$ cat src/design/bts_pkg.sv
// shared types and constants for the bus transmit self-test sequencer
`timescale 1ns / 1ps

package bts_pkg;

  // field widths
  localparam int TimeW    = 32;
  localparam int CntW     = 32;
  localparam int SpanW    = 16;
  localparam int TallyW   = 4;
  localparam int InDataW  = 248;
  localparam int OutDataW = 32;
  localparam int CfgIdxW  = 3;
  localparam int CfgDataW = 16;

  // remainder unit: four quotient bits per round, eight rounds for 32 bits
  localparam int DivBitsPerRound = 4;
  localparam int DivRounds       = TimeW / DivBitsPerRound;
  localparam int DivCntW         = $clog2(DivRounds);

  // register indexes
  localparam logic [CfgIdxW-1:0] REG_ATTEMPT_TOTAL = 3'd0;
  localparam logic [CfgIdxW-1:0] REG_PASS_MINIMUM  = 3'd1;
  localparam logic [CfgIdxW-1:0] REG_CONFIRM_TO    = 3'd2;
  localparam logic [CfgIdxW-1:0] REG_GAP_MIN       = 3'd3;
  localparam logic [CfgIdxW-1:0] REG_GAP_SPAN      = 3'd4;
  localparam logic [CfgIdxW-1:0] REG_FIRST_MIN     = 3'd5;
  localparam logic [CfgIdxW-1:0] REG_FIRST_SPAN    = 3'd6;

  // register reset values
  localparam logic [TallyW-1:0] RST_ATTEMPT_TOTAL = 4'd5;
  localparam logic [TallyW-1:0] RST_PASS_MINIMUM  = 4'd3;
  localparam logic [SpanW-1:0]  RST_CONFIRM_TO    = 16'd1500;
  localparam logic [SpanW-1:0]  RST_GAP_MIN       = 16'd1000;
  localparam logic [SpanW-1:0]  RST_GAP_SPAN      = 16'd1000;
  localparam logic [SpanW-1:0]  RST_FIRST_MIN     = 16'd500;
  localparam logic [SpanW-1:0]  RST_FIRST_SPAN    = 16'd1500;

  // per-attempt outcome codes
  typedef enum logic [2:0] {
    OUT_NONE      = 3'd0,
    OUT_VERIFIED  = 3'd1,
    OUT_DIRTY     = 3'd2,
    OUT_NO_ECHO   = 3'd3,
    OUT_CONF_FAIL = 3'd4,
    OUT_TIMEOUT   = 3'd5,
    OUT_REFUSED   = 3'd6
  } outcome_t;

  // controller to datapath commands
  typedef struct packed {
    logic load;
    logic eval;
    logic div_init;
    logic div_step;
    logic commit;
  } bts_cmd_t;

  // datapath to controller status
  typedef struct packed {
    logic need_div;
  } bts_status_t;

endpackage

$ cat src/design/bts_ctrl.sv
// controller state machine: word handshakes and sequencing of the datapath
`timescale 1ns / 1ps

module bts_ctrl
  import bts_pkg::*;
(
  input  logic        clk,
  input  logic        rst_n,
  input  logic        in_tvalid,
  output logic        in_tready,
  output logic        out_tvalid,
  input  logic        out_tready,
  input  bts_status_t status,
  output bts_cmd_t    cmd
);

  typedef enum logic [1:0] {
    S_IDLE,
    S_EVAL,
    S_DIV,
    S_COMMIT
  } state_t;

  state_t               state_r, state_nxt;
  logic [DivCntW-1:0]   cnt_r, cnt_nxt;
  logic                 out_valid_r, out_valid_nxt;

  assign in_tready  = (state_r == S_IDLE);
  assign out_tvalid = out_valid_r;

  // next state and commands
  always_comb begin
    state_nxt     = state_r;
    cnt_nxt       = cnt_r;
    cmd           = '0;
    cmd.load      = in_tvalid && (state_r == S_IDLE);
    cmd.eval      = (state_r == S_EVAL);
    cmd.div_init  = (state_r == S_EVAL);
    cmd.div_step  = (state_r == S_DIV);
    cmd.commit    = (state_r == S_COMMIT) && (!out_valid_r || out_tready);
    case (state_r)
      S_IDLE: begin
        if (in_tvalid) state_nxt = S_EVAL;
      end
      S_EVAL: begin
        cnt_nxt   = '0;
        state_nxt = status.need_div ? S_DIV : S_COMMIT;
      end
      S_DIV: begin
        cnt_nxt = cnt_r + 1'b1;
        if (cnt_r == DivCntW'(DivRounds - 1)) state_nxt = S_COMMIT;
      end
      S_COMMIT: begin
        if (cmd.commit) state_nxt = S_IDLE;
      end
      default: state_nxt = S_IDLE;
    endcase
    // output word valid: set on commit, cleared when taken
    if (cmd.commit) begin
      out_valid_nxt = 1'b1;
    end else if (out_tready) begin
      out_valid_nxt = 1'b0;
    end else begin
      out_valid_nxt = out_valid_r;
    end
  end

  // state and registered outputs
  always_ff @(posedge clk) begin
    if (!rst_n) begin
      state_r     <= S_IDLE;
      cnt_r       <= '0;
      out_valid_r <= 1'b0;
    end else begin
      state_r     <= state_nxt;
      cnt_r       <= cnt_nxt;
      out_valid_r <= out_valid_nxt;
    end
  end

endmodule

$ cat src/design/bts_dpath.sv
// datapath: config registers, test state, attempt evaluation, remainder unit
`timescale 1ns / 1ps

module bts_dpath
  import bts_pkg::*;
(
  input  logic                clk,
  input  logic                rst_n,
  input  logic [InDataW-1:0]  in_tdata,
  input  logic                in_tuser,
  input  logic                cfg_write,
  input  logic [CfgIdxW-1:0]  cfg_index,
  input  logic [CfgDataW-1:0] cfg_data,
  input  bts_cmd_t            cmd,
  output bts_status_t         status,
  output logic [OutDataW-1:0] out_tdata
);

  typedef enum logic [1:0] {
    PH_IDLE,
    PH_DELAY,
    PH_CONFIRM,
    PH_DONE
  } phase_t;

  // registered evaluation of one word
  typedef struct packed {
    logic                 start_go;
    logic                 fire;
    logic                 accepted;
    logic                 conf_hit;
    logic                 clean;
    logic                 close;
    logic                 close_done;
    outcome_t             outcome;
    logic [TimeW-1:0]     base;
    logic [SpanW-1:0]     span;
  } eval_t;

  // config registers
  logic [TallyW-1:0] attempt_total_r, pass_minimum_r;
  logic [SpanW-1:0]  confirm_to_r, gap_min_r, gap_span_r, first_min_r, first_span_r;

  // test state
  phase_t            phase_r, phase_nxt;
  logic [TallyW-1:0] sent_r, sent_nxt, good_r, good_nxt;
  logic [TimeW-1:0]  deadline_r, deadline_nxt, conf_begin_r, conf_begin_nxt;
  logic [CntW-1:0]   snap_done_r, snap_ok_r, snap_echo_r, snap_bad_r, snap_odd_r;
  logic              mode_r, mode_nxt;

  // captured input word
  logic              cap_func_r;
  logic [TimeW-1:0]  cap_now_r;
  logic [CntW-1:0]   cap_done_r, cap_ok_r, cap_echo_r, cap_bad_r, cap_odd_r;
  logic              cap_acc_r;
  logic [15:0]       cap_pay_r;
  logic [TimeW-1:0]  cap_rnd_r;

  eval_t             ev_c, ev_r;
  logic [SpanW-1:0]  rem_r, rem_c, mod_val;
  logic [TimeW-1:0]  quo_r, quo_c;
  logic [SpanW:0]    trial;
  logic [TallyW-1:0] sent_inc, sent_new;
  logic [TimeW-1:0]  elapsed;
  logic              ok_up, echo_up, done_up, in_conf;
  logic [OutDataW-1:0] out_r, out_nxt;
  logic              req_o, running_o, finished_o, passed_o;
  logic [7:0]        p0_o, p1_o;

  // config writes
  always_ff @(posedge clk) begin
    if (!rst_n) begin
      attempt_total_r <= RST_ATTEMPT_TOTAL;
      pass_minimum_r  <= RST_PASS_MINIMUM;
      confirm_to_r    <= RST_CONFIRM_TO;
      gap_min_r       <= RST_GAP_MIN;
      gap_span_r      <= RST_GAP_SPAN;
      first_min_r     <= RST_FIRST_MIN;
      first_span_r    <= RST_FIRST_SPAN;
    end else if (cfg_write) begin
      case (cfg_index)
        REG_ATTEMPT_TOTAL: attempt_total_r <= cfg_data[TallyW-1:0];
        REG_PASS_MINIMUM:  pass_minimum_r  <= cfg_data[TallyW-1:0];
        REG_CONFIRM_TO:    confirm_to_r    <= cfg_data;
        REG_GAP_MIN:       gap_min_r       <= cfg_data;
        REG_GAP_SPAN:      gap_span_r      <= cfg_data;
        REG_FIRST_MIN:     first_min_r     <= cfg_data;
        REG_FIRST_SPAN:    first_span_r    <= cfg_data;
        default: ;
      endcase
    end
  end

  // input word capture
  always_ff @(posedge clk) begin
    if (cmd.load) begin
      cap_func_r <= in_tuser;
      cap_now_r  <= in_tdata[31:0];
      cap_done_r <= in_tdata[63:32];
      cap_ok_r   <= in_tdata[95:64];
      cap_echo_r <= in_tdata[127:96];
      cap_bad_r  <= in_tdata[159:128];
      cap_odd_r  <= in_tdata[191:160];
      cap_acc_r  <= in_tdata[192];
      cap_pay_r  <= in_tdata[208:193];
      cap_rnd_r  <= in_tdata[240:209];
    end
  end

  // attempt evaluation: time and counter compares
  always_comb begin
    ok_up    = cap_ok_r > snap_ok_r;
    echo_up  = cap_echo_r > snap_echo_r;
    done_up  = cap_done_r > snap_done_r;
    elapsed  = cap_now_r - conf_begin_r;
    in_conf  = !cap_func_r && (phase_r == PH_CONFIRM);
    sent_inc = sent_r + 1'b1;

    ev_c          = '0;
    ev_c.start_go = cap_func_r && (phase_r == PH_IDLE || phase_r == PH_DONE);
    ev_c.fire     = !cap_func_r && (phase_r == PH_DELAY) && (cap_now_r >= deadline_r);
    ev_c.accepted = cap_acc_r;
    ev_c.conf_hit = in_conf && ok_up && echo_up;
    ev_c.clean    = (cap_bad_r == snap_bad_r) && (cap_odd_r == snap_odd_r);
    ev_c.close    = (ev_c.fire && !cap_acc_r) || ev_c.conf_hit ||
                    (in_conf && !(ok_up && echo_up) &&
                     (elapsed >= {{(TimeW-SpanW){1'b0}}, confirm_to_r}));
    sent_new        = ev_c.fire ? sent_inc : sent_r;
    ev_c.close_done = sent_new >= attempt_total_r;

    // outcome classification
    if (ev_c.fire && !cap_acc_r) begin
      ev_c.outcome = OUT_REFUSED;
    end else if (ev_c.conf_hit) begin
      ev_c.outcome = ev_c.clean ? OUT_VERIFIED : OUT_DIRTY;
    end else if (ev_c.close) begin
      if (ok_up) begin
        ev_c.outcome = OUT_NO_ECHO;
      end else if (done_up) begin
        ev_c.outcome = OUT_CONF_FAIL;
      end else begin
        ev_c.outcome = OUT_TIMEOUT;
      end
    end else begin
      ev_c.outcome = OUT_NONE;
    end

    // delay base and span for the next deadline
    ev_c.base = cap_now_r + {{(TimeW-SpanW){1'b0}},
                             (ev_c.start_go ? first_min_r : gap_min_r)};
    ev_c.span = ev_c.start_go ? first_span_r : gap_span_r;

    status.need_div = ev_c.start_go || (ev_c.close && !ev_c.close_done);
  end

  always_ff @(posedge clk) begin
    if (cmd.eval) ev_r <= ev_c;
  end

  // remainder unit: restoring, a few quotient bits per round
  always_comb begin
    rem_c = rem_r;
    quo_c = quo_r;
    trial = '0;
    for (int i = 0; i < DivBitsPerRound; i++) begin
      trial = {rem_c, quo_c[TimeW-1]};
      quo_c = {quo_c[TimeW-2:0], 1'b0};
      if (trial >= {1'b0, ev_r.span}) begin
        rem_c = SpanW'(trial - {1'b0, ev_r.span});
      end else begin
        rem_c = trial[SpanW-1:0];
      end
    end
  end

  always_ff @(posedge clk) begin
    if (cmd.div_init) begin
      rem_r <= '0;
      quo_r <= cap_rnd_r;
    end else if (cmd.div_step) begin
      rem_r <= rem_c;
      quo_r <= quo_c;
    end
  end

  // a zero span gives no random part
  assign mod_val = (ev_r.span == '0) ? '0 : rem_r;

  // next test state and result word
  always_comb begin
    phase_nxt      = phase_r;
    sent_nxt       = sent_r;
    good_nxt       = good_r;
    deadline_nxt   = deadline_r;
    conf_begin_nxt = conf_begin_r;
    mode_nxt       = mode_r;

    if (ev_r.start_go) begin
      sent_nxt     = '0;
      good_nxt     = '0;
      mode_nxt     = 1'b1;
      phase_nxt    = PH_DELAY;
      deadline_nxt = ev_r.base + {{(TimeW-SpanW){1'b0}}, mod_val};
    end
    if (ev_r.fire) begin
      sent_nxt = sent_r + 1'b1;
      if (ev_r.accepted) begin
        conf_begin_nxt = cap_now_r;
        phase_nxt      = PH_CONFIRM;
      end
    end
    if (ev_r.conf_hit && ev_r.clean) good_nxt = good_r + 1'b1;
    if (ev_r.close) begin
      if (ev_r.close_done) begin
        phase_nxt = PH_DONE;
        mode_nxt  = 1'b0;
      end else begin
        phase_nxt    = PH_DELAY;
        deadline_nxt = ev_r.base + {{(TimeW-SpanW){1'b0}}, mod_val};
      end
    end

    req_o      = ev_r.fire;
    p0_o       = ev_r.fire ? cap_pay_r[7:0] : 8'd0;
    p1_o       = ev_r.fire ? ({4'd0, sent_r} ^ cap_pay_r[15:8]) : 8'd0;
    running_o  = (phase_nxt == PH_DELAY) || (phase_nxt == PH_CONFIRM);
    finished_o = (phase_nxt == PH_DONE);
    passed_o   = finished_o && (good_nxt >= pass_minimum_r);
    out_nxt    = {passed_o, finished_o, running_o, mode_nxt, good_nxt, sent_nxt,
                  ev_r.outcome, p1_o, p0_o, req_o};
  end

  // test state registers
  always_ff @(posedge clk) begin
    if (!rst_n) begin
      phase_r      <= PH_IDLE;
      sent_r       <= '0;
      good_r       <= '0;
      deadline_r   <= '0;
      conf_begin_r <= '0;
      snap_done_r  <= '0;
      snap_ok_r    <= '0;
      snap_echo_r  <= '0;
      snap_bad_r   <= '0;
      snap_odd_r   <= '0;
      mode_r       <= 1'b0;
    end else if (cmd.commit) begin
      phase_r      <= phase_nxt;
      sent_r       <= sent_nxt;
      good_r       <= good_nxt;
      deadline_r   <= deadline_nxt;
      conf_begin_r <= conf_begin_nxt;
      mode_r       <= mode_nxt;
      if (ev_r.fire) begin
        snap_done_r <= cap_done_r;
        snap_ok_r   <= cap_ok_r;
        snap_echo_r <= cap_echo_r;
        snap_bad_r  <= cap_bad_r;
        snap_odd_r  <= cap_odd_r;
      end
    end
  end

  // output word register
  always_ff @(posedge clk) begin
    if (cmd.commit) out_r <= out_nxt;
  end

  assign out_tdata = out_r;

endmodule

$ cat src/design/bus_transmit_self_test_sequencer.sv
// Factory self-test sequencer for a bus transmitter (top level).
// Input channel in_*: one word per start request (in_tuser=1) or poll tick
// (in_tuser=0) carrying time, five transceiver counters, the send-accepted
// flag and random bits. Each input word yields exactly one output word on
// out_* with the send request, payload bytes, attempt outcome, tallies and
// run status. cfg_* writes one of seven registers; it is always ready and is
// to be used only while the block is idle.
// Each word is evaluated and then committed; when a new deadline is
// scheduled, the random delay needs rand_delay mod span, computed in between
// by a restoring remainder unit at 4 bits per cycle.
// One word is processed at a time, so no new word is taken before the last
// one is committed; in_tready is high only while the controller is idle.
// The output word is held in a register, so the next input word is taken
// while the previous result waits; if out_tready stays low, the block stalls
// at its commit step until the output register is free.
// Reset (rst_n low, synchronous) restores register defaults, clears the
// tallies and snapshots, returns to idle and drops out_tvalid.
`timescale 1ns / 1ps

module bus_transmit_self_test_sequencer
  import bts_pkg::*;
(
  input  logic                clk,
  input  logic                rst_n,
  // in_tdata from bit 0: now_ms[31:0], tx_done_count[63:32], tx_ok_count[95:64],
  // echo_count[127:96], bad_frame_count[159:128], odd_control_count[191:160],
  // send_accepted[192], rand_payload[208:193], rand_delay[240:209], zero pad
  input  logic [InDataW-1:0]  in_tdata,
  input  logic                in_tuser,   // func
  input  logic                in_tvalid,
  output logic                in_tready,
  // out_tdata from bit 0: send_request[0], payload_first[8:1],
  // payload_second[16:9], outcome[19:17], attempts_made[23:20],
  // verified_count[27:24], test_mode[28], running[29], finished[30], passed[31]
  output logic [OutDataW-1:0] out_tdata,
  output logic                out_tvalid,
  input  logic                out_tready,
  input  logic                cfg_valid,
  output logic                cfg_ready,
  input  logic [CfgIdxW-1:0]  cfg_index,
  input  logic [CfgDataW-1:0] cfg_data
);

  bts_cmd_t    cmd;
  bts_status_t status;

  assign cfg_ready = 1'b1;

  bts_ctrl u_ctrl (
    .clk        (clk),
    .rst_n      (rst_n),
    .in_tvalid  (in_tvalid),
    .in_tready  (in_tready),
    .out_tvalid (out_tvalid),
    .out_tready (out_tready),
    .status     (status),
    .cmd        (cmd)
  );

  bts_dpath u_dpath (
    .clk       (clk),
    .rst_n     (rst_n),
    .in_tdata  (in_tdata),
    .in_tuser  (in_tuser),
    .cfg_write (cfg_valid && cfg_ready),
    .cfg_index (cfg_index),
    .cfg_data  (cfg_data),
    .cmd       (cmd),
    .status    (status),
    .out_tdata (out_tdata)
  );

endmodule

$ cat config.mk
export PLATFORM = sky130hd
export DESIGN_NAME = bus_transmit_self_test_sequencer
export DESIGN_NICKNAME = d
export VERILOG_FILES = /design/src/design/bts_pkg.sv /design/src/design/bts_ctrl.sv /design/src/design/bts_dpath.sv /design/src/design/bus_transmit_self_test_sequencer.sv
export SDC_FILE = /design/constraint.sdc
export NUM_CORES = 2
export LEC_CHECK = 0
export CORE_AREA = 4 4 254 256
export CTS_BUF_LIST = sky130_fd_sc_hd__clkbuf_16
export CTS_CLUSTER_DIAMETER = 120
export DETAILED_ROUTE_END_ITERATION = 8
export DIE_AREA = 0 0 258 260
export DONT_BUFFER_PORTS = 1
export PLACE_DENSITY = 0.76
export SYNTH_ARGS = -nofsm -noshare
export SYNTH_HDL_FRONTEND = slang
export SYNTH_SLANG_ARGS = --single-unit
$ cat constraint.sdc
create_clock -name clk -period 11.1 [get_ports clk]
set_clock_uncertainty 0.15 [all_clocks]
set_input_delay 0.555 -clock clk [delete_from_list [all_inputs] [get_ports clk]]
set_output_delay 0.555 -clock clk [all_outputs]
set_load 0.1 [all_outputs]
==> results.cfg <==
[pwr]
p_total_w = 0.0126
peakVddDrop_v = 0.000341
clkPwrFrac_pct = 19.3
p_switching_w = 0.00504
power_density_nw_per_um2 = 303
p_int_w = 0.00755
p_sw_share_pct = 40.0
seq_power_share_pct = 30.3
leakage_nw = 15.8
p_comb_share_pct = 50.4

[synth]
synth_largest_area_cell = edfxtp_1
avgSynthCellArea_um2 = 9.87
yosysWarningCount = 0
synth_flop_cell = edfxtp_1
syn_area_um2 = 35700
async_reset_ff_share_pct = 0
synth_edf_count = 364
yosys-top-cells-area = edfxtp_1, dfxtp_1, ha_1
synthCells = 3617
ys_ff_latch = 709
ys_types = 80
yosys.area.top_type_share_pct = 30.6
synthesis.nets = 4187
ys_seq_area_share_pct = 50.0

[floorplan]
start_util_pct = 57.1
core_area_um2 = 62500
num_io_pins = 308
die_x_um = 258
fp-row-count = 92
dieArea_um2 = 67100
die_h_um = 260

[clock_network]
clockBufferDepth = 3
htreeDepth = 3
cts_tree = done
cts_root_buf = clkbuf_16
clk_latency_ps = 620
clk_pin_slew_ps = 60
clock-sinks = 709
numCtsBuffers = 76

[critical_path]
start_kind = flop
cp_num_buf_inv = 4
cp.arrival_ps = 10740
cp-end-kind = flop
required_ps = 11480
crit_type = reg -> reg
path_max_fanout = 11
max_stage_delay_ps = 510
path_delay_family = compound AO/OA/AOI/OAI gates
crit_slowest_cell = or4b_1

[sta]
setup_ws_ps = 738
setup_tns_ps = 0
min_period_ps = 10360
fmaxAchievable_ghz = 0.0965
min_period_over_period_pct = 93.3
setup_viol = 0
hold_viol_final = 0
drv_slew = 0
worst_pin_slew_ps = 1180
relSlewSlack_pct = 21.2

[detailed_routing]
drt_wl_total_um = 91100
drc = 0
drt_iter0_drc = 2240
drtAntennaViolNets = 0
drt_pass1_iterations = 7
viasPerCell = 5.67
vias = 27100
routedWlPerCell_um = 19.1

[place]
pre_cts_slack_ps = 318
io_buffers = 0
dpl.hpwl_um = 58800
gp_congestion = 0.884

[finish]
syn2layout_area_growth_pct = 16.5
final_layout_size_suffix_gt1_share_pct = 6.21
fin_util_pct = 66.5
fin_nets = 4425

[global_routing]
grt_pass1_wl_um = 144000
grt_pass1_vias = 27000
grt_max_degree = 177
track_usage_pct = 26.7
antenna_found_initial = 17
grt_overflow = 0

[run_status]
status = finished, final reports clean

[worst_hold_path]
hp-class = in -> reg

[job]
drv_cap = 0
power groups by stage:
| stage | Sequential, W | Clock (W) | Combinational (W) |
|---|---|---|---|
| global route | 0.00385 | 0.00258 | 0.00706 |
| floorplan | 0.00379 | 0 | 0.00485 |
| global placement | 0.00383 | 0 | 0.00602 |
| detailed placement | 0.00385 | 0 | 0.00610 |
| CTS | 0.00380 | 0.00244 | 0.00623 |
| finish | 0.00381 | 0.00243 | 0.00635 |
per-stage QoR:
step	instances	instance area [um2]	hold slack, ps
2_1_floorplan	3617	35700	250
3_5_place_dp	4359	36500	273
6_report	4774	41600	108
3_3_place_gp	4359	36500	258
5_1_grt	4772	41600	95.4
4_1_cts	4758	41500	56.7
cells in the mapped netlist, types with 12 or more instances:
cell type,n
o21bai_1,12
nand3_1,54
dfxtp_1,345
and2_1,41
o211ai_1,25
nand4_1,39
xor2_1,118
nor4_1,26
a21oi_1,405
and3_1,22
ha_1,290
o31ai_1,13
o21a_1,21
nand2_1,716
edfxtp_1,364
nor2_1,137
xnor2_1,82
inv_1,247
mux2_2,90
and4_1,12
a211o_1,12
nand2b_1,32
a21o_1,73
a211oi_1,32
clkbuf_1,114
o21ai_0,90
mux2i_1,26
nor2b_1,30
nor3_1,23
final timing paths:
check / from / to / slack [ps] / cells after the start
min reg2reg: u_dpath.ev_r[49] / u_dpath.out_tdata[18] / 270 / 0
max reg2reg: u_dpath.ev_r[14] / u_dpath.rem_r[6] / 740 / 42
max: u_dpath.ev_r[14] / u_dpath.rem_r[6] / 740 / 42
min: rst_n / u_dpath.gap_min_r[7] / 110 / 2
cell families (layout without fill, tap and decap cells):
kind of cell	Yosys count	count (layout)	synth area share, %
and+or+nand+nor	1163	1163	14.3
muxes	117	117	3.61
DFF	709	709	50.0
xor gates and xnor gates	200	200	4.91
buffers and inverters	378	676	4.01
other	1	14	0.0105
AOI/OAI and AO/OA	752	752	12.6
adders and majority gates	297	297	10.6
final cells by class:
cell class	instances	area [um2]
Timing Repair Buffer	289	2850
Multi-Input combinational cell	2530	16500
Fill cell	4625	20900
Antenna cell	13	32.5
Clock buffer	78	1950
Tap cell	846	1060
Clock inverter	60	418
Sequential cell	709	17800
Inverter	249	946
layer usage:
| layer | vias to the layer above | part of all wire, % | GRT usage, % |
|---|---|---|---|
| met5 | - | 0.047 | 0 |
| met4 | 8 | 4.3 | 11.2 |
| met3 | 212 | 6.0 | 4.40 |
| met2 | 876 | 49 | 46.3 |
| met1 | 12800 | 41 | 33.2 |
| li1 | 13100 | - | - |
state kept, by name, indices dropped and copies added (netlist names), 32 cells and up:
| name | flops |
|---|---|
| u_dpath.cap_bad_r | 32 |
| u_dpath.cap_done_r | 32 |
| u_dpath.cap_echo_r | 32 |
| u_dpath.cap_now_r | 32 |
| u_dpath.cap_odd_r | 32 |
| u_dpath.cap_ok_r | 32 |
| u_dpath.cap_rnd_r | 32 |
| u_dpath.conf_begin_r | 32 |
| u_dpath.deadline_r | 32 |
| u_dpath.ev_r | 57 |
| u_dpath.out_tdata | 32 |
| u_dpath.quo_r | 32 |
| u_dpath.snap_bad_r | 32 |
| u_dpath.snap_done_r | 32 |
| u_dpath.snap_echo_r | 32 |
| u_dpath.snap_odd_r | 32 |
| u_dpath.snap_ok_r | 32 |
cell usage in the layout (no fill, tap or decap), drive strengths merged, types with 5 or more instances in the layout:
cell type,instances
mux2i,26
inv,277
and2,42
nor3,23
xor2,118
or3,6
ha,290
o31ai,13
a21o,73
dlygate4sd3,260
diode,13
dfxtp,345
a211o,12
nand3,54
nand2b,32
buf,29
nand2,716
a21oi,405
o21ai,92
o2111ai,6
clkbuf,78
o21a,21
a221oi,5
xnor2,82
and4,12
o21bai,12
o211ai,25
nand4,39
a31oi,11
edfxtp,364
and3,22
a211oi,32
nor4,26
clkinv,26
mux2,91
fa,7
nor2b,30
nor2,137
what timing repair did:
item,in CTS,in global routing
hold buffers,261,0
setup buffers,0,3
gates resized for setup,0,7
endpoints found under the hold margin,339,0
setup endpoints to repair,0,16
worst reg2reg max path, delay by kind of cell, from the launching register on:
family / cells / cell delay, ps
AOI/OAI and AO/OA: 23 / 4900
adders and majority gates: 4 / 1300
buffers and inverters: 4 / 750
DFF: 1 / 410
muxes: 3 / 770
and+or+nand+nor: 8 / 1980
Note: power is estimated with default switching activity, not from simulation.
